### src/sla_pkg.sv
`default_nettype none

package sla_pkg;

   typedef enum logic [1:0] {
      NT_FP32 = 2'd0,
      NT_FP64 = 2'd1,
      NT_INT32 = 2'd2,
      NT_INT64 = 2'd3
   } number_type_type;

   localparam int VECTOR_BITS_DEF = 128;
   localparam int FP32_EBITS = 8;
   localparam int FP32_FBITS = 23;
   localparam int FP64_EBITS = 11;
   localparam int FP64_FBITS = 52;
   localparam int PIPE_STAGES = 3;

endpackage

`default_nettype wire

### src/sla_fp_add.sv
`default_nettype none

module sla_fp_add
   import sla_pkg::*;
#(
   parameter int EBITS = FP32_EBITS,
   parameter int FBITS = FP32_FBITS
) (
   input  wire logic                   clock,
   input  wire logic [PIPE_STAGES-1:0] stage_en,
   input  wire logic [EBITS+FBITS:0]   a_in,
   input  wire logic [EBITS+FBITS:0]   b_in,
   output logic      [EBITS+FBITS:0]   sum_out
);

   localparam int N = EBITS + FBITS + 1;
   localparam int W = FBITS + 4;
   localparam int LZW = $clog2(W + 2);
   localparam int SW = (LZW > EBITS + 1) ? LZW : EBITS + 1;
   localparam logic [EBITS-1:0] EMAX = '1;
   localparam logic [N-1:0] QNAN = {1'b0, EMAX, 1'b1, {(FBITS-1){1'b0}}};

   // stage A: unpack, specials, swap, align
   logic             sa, sb, a_nan, b_nan, a_inf, b_inf, a_big;
   logic [EBITS-1:0] ea, eb, ean, ebn, ex, ey, d;
   logic [FBITS-1:0] fa, fb;
   logic [W-1:0]     ma, mb, mx, my, my_al;
   logic [N-1:0]     spec_val;

   logic             a_sx_ff, a_sa_ff, a_sub_ff, a_spec_ff;
   logic [EBITS-1:0] a_ex_ff;
   logic [W-1:0]     a_mx_ff, a_my_ff;
   logic [N-1:0]     a_spec_val_ff;

   always_comb begin
      sa = a_in[N-1];
      sb = b_in[N-1];
      ea = a_in[N-2:FBITS];
      eb = b_in[N-2:FBITS];
      fa = a_in[FBITS-1:0];
      fb = b_in[FBITS-1:0];
      a_nan = (ea == EMAX) && (fa != '0);
      b_nan = (eb == EMAX) && (fb != '0);
      a_inf = (ea == EMAX) && (fa == '0);
      b_inf = (eb == EMAX) && (fb == '0);
      if (a_nan || b_nan) begin
         spec_val = QNAN;
      end else if (a_inf && b_inf) begin
         spec_val = (sa == sb) ? a_in : QNAN;
      end else if (a_inf) begin
         spec_val = a_in;
      end else begin
         spec_val = b_in;
      end
      ma = {(ea != '0), fa, 3'b000};
      mb = {(eb != '0), fb, 3'b000};
      ean = (ea == '0) ? EBITS'(1) : ea;
      ebn = (eb == '0) ? EBITS'(1) : eb;
      a_big = (ean > ebn) || ((ean == ebn) && (ma >= mb));
      mx = a_big ? ma : mb;
      my = a_big ? mb : ma;
      ex = a_big ? ean : ebn;
      ey = a_big ? ebn : ean;
      d = ex - ey;
      // keep a sticky bit for everything shifted out
      my_al = (my >> d) | W'(|(my & ~({W{1'b1}} << d)));
   end

   always_ff @(posedge clock) begin
      if (stage_en[0]) begin
         a_mx_ff <= mx;
         a_my_ff <= my_al;
         a_ex_ff <= ex;
         a_sx_ff <= a_big ? sa : sb;
         a_sa_ff <= sa;
         a_sub_ff <= sa != sb;
         a_spec_ff <= (ea == EMAX) || (eb == EMAX);
         a_spec_val_ff <= spec_val;
      end
   end

   // stage B: add or subtract, leading zero count
   logic [W:0]       m_b;
   logic [LZW-1:0]   lz_b;

   logic [W:0]       b_m_ff;
   logic [LZW-1:0]   b_lz_ff;
   logic [EBITS-1:0] b_ex_ff;
   logic             b_sx_ff, b_sa_ff, b_sub_ff, b_spec_ff;
   logic [N-1:0]     b_spec_val_ff;

   always_comb begin
      m_b = a_sub_ff ? ({1'b0, a_mx_ff} - {1'b0, a_my_ff})
                     : ({1'b0, a_mx_ff} + {1'b0, a_my_ff});
      lz_b = LZW'(W + 1);
      for (int i = 0; i <= W; i++) begin
         if (m_b[i]) begin
            lz_b = LZW'(W - i);
         end
      end
   end

   always_ff @(posedge clock) begin
      if (stage_en[1]) begin
         b_m_ff <= m_b;
         b_lz_ff <= lz_b;
         b_ex_ff <= a_ex_ff;
         b_sx_ff <= a_sx_ff;
         b_sa_ff <= a_sa_ff;
         b_sub_ff <= a_sub_ff;
         b_spec_ff <= a_spec_ff;
         b_spec_val_ff <= a_spec_val_ff;
      end
   end

   // stage C: normalize, round, pack
   logic [SW-1:0]    sh, sh_max;
   logic [W:0]       mn;
   logic [EBITS:0]   en, en2;
   logic [FBITS:0]   mr;
   logic [FBITS+1:0] mr2;
   logic [2:0]       low;
   logic             inc;
   logic [EBITS-1:0] ee;
   logic [N-1:0]     res;

   always_comb begin
      sh = SW'(b_lz_ff) - SW'(1);
      sh_max = SW'(b_ex_ff) - SW'(1);
      if (b_m_ff[W]) begin
         mn = (b_m_ff >> 1) | (W+1)'(b_m_ff[0]);
         en = {1'b0, b_ex_ff} + (EBITS+1)'(1);
      end else begin
         if (sh > sh_max) begin
            sh = sh_max;
         end
         mn = b_m_ff << sh;
         en = {1'b0, b_ex_ff} - (EBITS+1)'(sh);
      end
      mr = mn[W-1:3];
      low = mn[2:0];
      inc = (low > 3'd4) || ((low == 3'd4) && mr[0]);
      mr2 = {1'b0, mr} + (FBITS+2)'(inc);
      en2 = en;
      if (mr2[FBITS+1]) begin
         mr2 = mr2 >> 1;
         en2 = en + (EBITS+1)'(1);
      end
      ee = mr2[FBITS] ? en2[EBITS-1:0] : '0;
      if (b_spec_ff) begin
         res = b_spec_val_ff;
      end else if (b_m_ff == '0) begin
         res = b_sub_ff ? '0 : {b_sa_ff, {(N-1){1'b0}}};
      end else if (en2 >= {1'b0, EMAX}) begin
         res = {b_sx_ff, EMAX, {FBITS{1'b0}}};
      end else begin
         res = {b_sx_ff, ee, mr2[FBITS-1:0]};
      end
   end

   always_ff @(posedge clock) begin
      if (stage_en[2]) begin
         sum_out <= res;
      end
   end

endmodule

`default_nettype wire

### config.mk
export PLATFORM = sky130hd
export DESIGN_NAME = sla_fp_add
export DESIGN_NICKNAME = d
export VERILOG_FILES = /design/src/sla_pkg.sv /design/src/sla_fp_add.sv
export SDC_FILE = /design/constraint.sdc
export NUM_CORES = 1
export LEC_CHECK = 0
export ABC_AREA = 0
export BUFFER_PORTS_ARGS = -buffer_cell sky130_fd_sc_hd__clkbuf_2
export CAP_MARGIN = 40
export CORE_UTILIZATION = 50
export DETAILED_ROUTE_END_ITERATION = 10
export PLACE_DENSITY = 0.76
export RECOVER_POWER = 25
export SLEW_MARGIN = 20
export SYNTH_ARGS = -nofsm -noshare
export SYNTH_HDL_FRONTEND = slang
export SYNTH_SLANG_ARGS = --single-unit
### constraint.sdc
create_clock -name clock -period 7.8 [get_ports clock]
set_input_delay 1.17 -clock clock [delete_from_list [all_inputs] [get_ports clock]]
set_output_delay 1.17 -clock clock [all_outputs]
set_load 0.02 [all_outputs]
Word level (Yosys, flattened, before mapping)

Cells that the tools add are included.

Order comparisons: 5
Shift-type cells: 3
Reductions and logical operators: 25
Equal/unequal tests: 6
$add $sub $neg: 9
Bitwise operators: 4
Multiplexer cells: 49

Operators with widths:

| kind                                              | number |
|---|---|
| 2-to-1 mux 32 bit                                 | 6 |
| 2-to-1 mux 27 bit                                 | 3 |
| 2-to-1 mux 5 bit                                  | 11 |
| OR 27 x 1 -> 27 bit                               | 2 |
| zero test 23 bit                                  | 2 |
| nonzero test 23 bit                               | 2 |
| 2-to-1 mux 8 bit                                  | 5 |
| 2-to-1 mux 9 bit                                  | 4 |
| 2-to-1 mux 4 bit                                  | 8 |
| 2-to-1 mux 31 bit                                 | 1 |
| adder 27 x 27 -> 28 bit                           | 1 |
| zero test 28 bit                                  | 1 |
| 2-to-1 mux 28 bit                                 | 1 |
| left shift 28 x 9 -> 27 bit                       | 1 |
| subtractor 27 x 27 -> 28 bit                      | 1 |
| bitwise AND 27 bit                                | 1 |
| greater-or-equal comparator 27 bit                | 1 |
| NOT 27 bit                                        | 1 |
| OR reduction 27 bit                               | 1 |
| left shift 27 x 8 -> 27 bit, first input constant | 1 |
| right shift 27 x 8 -> 27 bit                      | 1 |
| adder 24 x 1 -> 25 bit                            | 1 |
| 2-to-1 mux 24 bit                                 | 1 |
| equality test 8 bit, second input constant        | 2 |
| other kinds (25)                                  | 42 |

Output and inout port bits: 32
Bits of input ports: 68
Logic and storage cells: 122
Register bits after elaboration: 207

Longest topological paths before layout

Word-level depth: 29
Depth in mapped cells: 32
Depth with buffers taken out: 29

Worst setup path after synthesis

Ideal clock, no wire load.

Path type: input to register
From: input b_in[25]
To: register a_my_ff[0] (data pin)
Path buffers: 6
Arrival time: 6.943 ns
Stages on the path: 28
Path slack: 0.577 ns
Cell sequence: or4_1 > nor2_1 > or2_2 > clkbuf_1 > ha_1 > clkbuf_1 > nand2b_1 > a21o_1 > a21oi_1 > o21ai_0 > a21oi_1 > nand2b_1 > and2_1 > clkbuf_1 > clkbuf_1 > clkbuf_1 > clkbuf_1 > a22oi_1 > ha_1 > and3b_1 > a2bb2oi_1 > nand2_1 > xnor2_1 > nor2b_1 > nand2_1 > a211o_1 > a2111oi_0 > nand4_1

Word-level cells in the longest chain between the ends: 12
Elaborated cells on any way between the ends: 18
Classes of those cells: add/sub: 1; order compare: 2; eq/ne: 1; shift: 2; mux: 4; bitwise: 3; reduce/logical: 5

Ends and longest elaborated chain:

| what                                                                        | RTL line         | text |
|---|---|---|
| start, declared                                                             | sla_fp_add.sv:12 | `input wire logic [EBITS+FBITS:0] b_in,` |
| branches (longest 11 deep; another with greater-or-equal comparator 27 bit) | -                |  |
| OR 27 x 1 -> 27 bit *                                                       | sla_fp_add.sv:66 | `my_al = (my >> d) \| W'(\|(my & ~({W{1'b1}} << d)));` |
| named net my_al[0]                                                          | sla_fp_add.sv:27 | `logic [W-1:0] ma, mb, mx, my, my_al;` |
| end signal, assigned                                                        | sla_fp_add.sv:72 | `a_my_ff <= my_al;` |
| end, declared                                                               | sla_fp_add.sv:32 | `logic [W-1:0] a_mx_ff, a_my_ff;` |

Mark *: on every way through the listed nets, which the timed path passes.
A chain may end at the register's enable or synchronous reset.

Worst setup path in the final report

From: register b_ex_ff[0]
To: register sum_out[13] (data pin)

Word-level cells in the longest chain between the ends: 15
Elaborated cells on any way between the ends: 21
Classes of those cells: add/sub: 5; order compare: 3; eq/ne: 1; shift: 1; mux: 9; reduce/logical: 2

Ends and longest elaborated chain:

| what                                                            | RTL line          | text |
|---|---|---|
| start, declared                                                 | sla_fp_add.sv:88  | `logic [EBITS-1:0] b_ex_ff;` |
| start signal, assigned                                          | sla_fp_add.sv:107 | `b_ex_ff <= a_ex_ff;` |
| branches (longest 12 deep; another with adder 24 x 1 -> 25 bit) | -                 |  |
| 2-to-1 mux 31 bit *                                             | sla_fp_add.sv:154 | `end else if (en2 >= {1'b0, EMAX}) begin` |
| 2-to-1 mux 32 bit *                                             | sla_fp_add.sv:152 | `end else if (b_m_ff == '0) begin` |
| 2-to-1 mux 32 bit *                                             | sla_fp_add.sv:150 | `if (b_spec_ff) begin` |
| named net res[13]                                               | sla_fp_add.sv:125 | `logic [N-1:0] res;` |
| end signal, assigned                                            | sla_fp_add.sv:163 | `sum_out <= res;` |
| end, declared                                                   | sla_fp_add.sv:13  | `output logic [EBITS+FBITS:0] sum_out` |

Mark *: on every way through the listed nets, which the timed path passes. The select of a mux whose other input is x is not followed.

==> qor.yml <==
tritoncts: "yes"
drc_errors: 0
power_switching_mw: 3.621
dieWidth_um: 187.2
cts_num_sinks: 204
fmax_mhz: 135.0
cts_max_level: 1
syn_nets: 2125
max_cap_viol_count: 1
core-area_um2: 33620
rsz0062_at_grt: "false"
setup_viol: 0
worstHoldStart: "a_spec_val_ff[17]"
ys_async_sr_fraction: 0
gr-total-overflow: 0
slew_viol_final: 62
postCtsSetupBuffers: 0
synth_edf_count: 204
start_util: 0.5102
critPathTopFamily: "simple AND/OR/NAND/NOR gates"
grt_start_max_net_pins: 74
mostFrequentLayoutCells: "edfxtp_1, nand2_1, nor2_1"
hp-class: "flip-flop to flip-flop"
antenna_left: 0
status: "complete, but fails checks"
slowest_stage: "or4_1"
num_vias: 16510
p_leak_nw: 7.228
cp_max_fo: 31
fin_crit_ps: 7409
cp-startpoint: "b_ex_ff[0]"
grtUsageTotal: 0.3308
syn-cell-area_um2: 17150
vdd_drop_max_v: 0.0001889
place.gp.congestion: 1.025
synthDistinctLibCells: 109
io_buffers: 99
synth_seq_area_share: 0.3572
vias_per_cell: 6.553
max_stage_delay_ps: 640
antenna_found_initial: 0
syn_area_per_cell_um2: 8.688
cts_buffer_depth: 3
clk_latency_ps: 520
path_buf_inv: 3
grt_pass1_wl_mm: 89.91
relSlewSlack: -1.180
postCtsHoldBufs: 0
finalHoldViolations: 0
synthFlopType: "edfxtp_1"
cts_buffers: 22
num_io_pins: 100
cts.clk_slew.worst_paths_ps: 60
worstMarginPinSlew_ps: 3270
powerDensity_nw_per_um2: 376.8
required_ps: 8040
power_mw: 7.146
wl_mm: 59.25
worstSetupPathType: "flip-flop to flip-flop"
syn_inst: 1974
cp-end-kind: "flip-flop"
combPwrFrac: 0.634
drtIter0Drc: 1654
fp.dieH_um: 187.2
violations: "capacitance limit, slew limit"
fin_nets: 2206
setup_tns_ps: 0
switching_share: 0.5067
arrival_ps: 7650
dieArea_um2: 35050
synth-seq-cells: 204
root_buffer: "clkbuf_16"
p_int_mw: 3.525
r2r-start: "b_ex_ff[0]"
grt_pass1_vias: 15520
final.setup_skew_ps: 30.75
std_cell_rows: 67
syn2layout_area_growth_pct: 10.60
start_kind: "flip-flop"
p_clk_frac: 0.138
final_common_cell: "edfxtp_1"
power_frac_seq: 0.228
antenna_cells: 0
wire_per_inst_um: 23.52
first_pass_iters: 7
hpwlAfterDp_mm: 46.78
final_layout_size_suffix_gt1_frac: 0.1376
ys_warn_count: 0
period_share: 0.9499
power by group through the flow:
stage | registers (mW) | clock network, mW | logic (mW)
floorplan | 1.61 | 0 | 3.03
global placement | 1.64 | 0 | 4.40
detailed placement | 1.64 | 0 | 4.39
CTS | 1.62 | 0.995 | 4.40
global route | 1.64 | 1.03 | 4.85
finish | 1.63 | 0.983 | 4.53
synth_stat cells (all sizes together) (9+ instances only):
cell / number / area, um^2
and2: 10 / 62.56
mux2: 17 / 191.4
o211ai: 19 / 176.4
nand4: 30 / 193.9
o21a: 19 / 142.6
a2111oi: 11 / 121.4
a211oi: 24 / 190.2
nand2: 200 / 753.2
o21bai: 10 / 75.07
xnor2: 66 / 578.1
inv: 88 / 330.3
o31ai: 20 / 150.1
or4: 11 / 90.08
a21oi: 153 / 777.0
edfxtp: 204 / 6126
or3: 12 / 85.08
a31oi: 24 / 165.2
mux2i: 46 / 464.2
nor2b: 15 / 93.84
clkbuf: 66 / 247.7
buf: 33 / 204.0
nand3: 109 / 565.5
xor2: 31 / 271.5
ha: 82 / 1026
o2111ai: 9 / 85.08
o21ai: 149 / 779.5
nand2b: 18 / 112.6
nor4: 37 / 271.5
nor2: 199 / 778.3
and3: 15 / 95.09
a21o: 21 / 157.7
a32oi: 13 / 113.9
nor3: 87 / 451.7
sequential cells by signal, indices dropped and copies added, names as in the netlist, 5 cells and up:
register,count
a_spec_val_ff,32
b_spec_val_ff,32
sum_out,32
b_m_ff,28
a_my_ff,27
a_mx_ff,24
a_ex_ff,8
b_ex_ff,8
b_lz_ff,5
layer usage:
layer / share of wire / global-route usage / up-vias
met1: 0.39 / 0.4131 / 7711
li1: - / - / 7617
met5: 0 / 0 / -
met3: 0.083 / 0.04803 / 211
met2: 0.47 / 0.5475 / 967
met4: 0.061 / 0.1895 / 0
logic make-up after synthesis:
family          count (synthesis)  synth area share
compound gates                556            0.2167
mux                            69           0.04611
fa+ha+maj                      84           0.06157
simple gates                  776            0.2231
flops                         204            0.3572
xor+xnor                       97           0.04954
buf+inv                       188           0.04582
through the flow:
| stage | area [um^2] | worst slack [ps] | std cells | hold slack, ps | utilization |
|---|---|---|---|---|---|
| finish | 18970 | 390.6 | 2519 | 419.1 | 0.5643 |
| CTS | 18970 | 396.7 | 2518 | 419.5 | 0.5643 |
| global route | 18970 | 22.14 | 2519 | 426.6 | 0.5643 |
| floorplan | 17150 | 577.0 | 1974 | 400.3 | - |
| detailed placement | 18280 | 430.7 | 2478 | 404.5 | 0.5438 |
| global placement | 18240 | 345.9 | 2476 | 402.2 | 0.5427 |
worst paths after layout:
| kind | end | slack (ps) | cells past startpoint |
|---|---|---|---|
| max | sum_out[13] | 390 | 26 |
| min | b_spec_val_ff[17] | 420 | 0 |
| max reg2reg | sum_out[13] | 390 | 26 |
| min reg2reg | b_spec_val_ff[17] | 420 | 0 |
area by class of cell:
type                            instances  area, um^2
Timing Repair Buffer                  156       955.9
Tap cell                              448       560.5
Fill cell                            2999       14650
Clock buffer                           25       561.8
Inverter                               89       334.1
Sequential cell                       204        6126
Clock inverter                         15       130.1
Multi-Input combinational cell       1582       10300
what timing repair did:
action,in CTS,in global routing
resized for setup,0,1
setup endpoints to repair,0,19
endpoints found under the hold margin,0,0
Note: power is estimated with default switching activity, not from simulation.
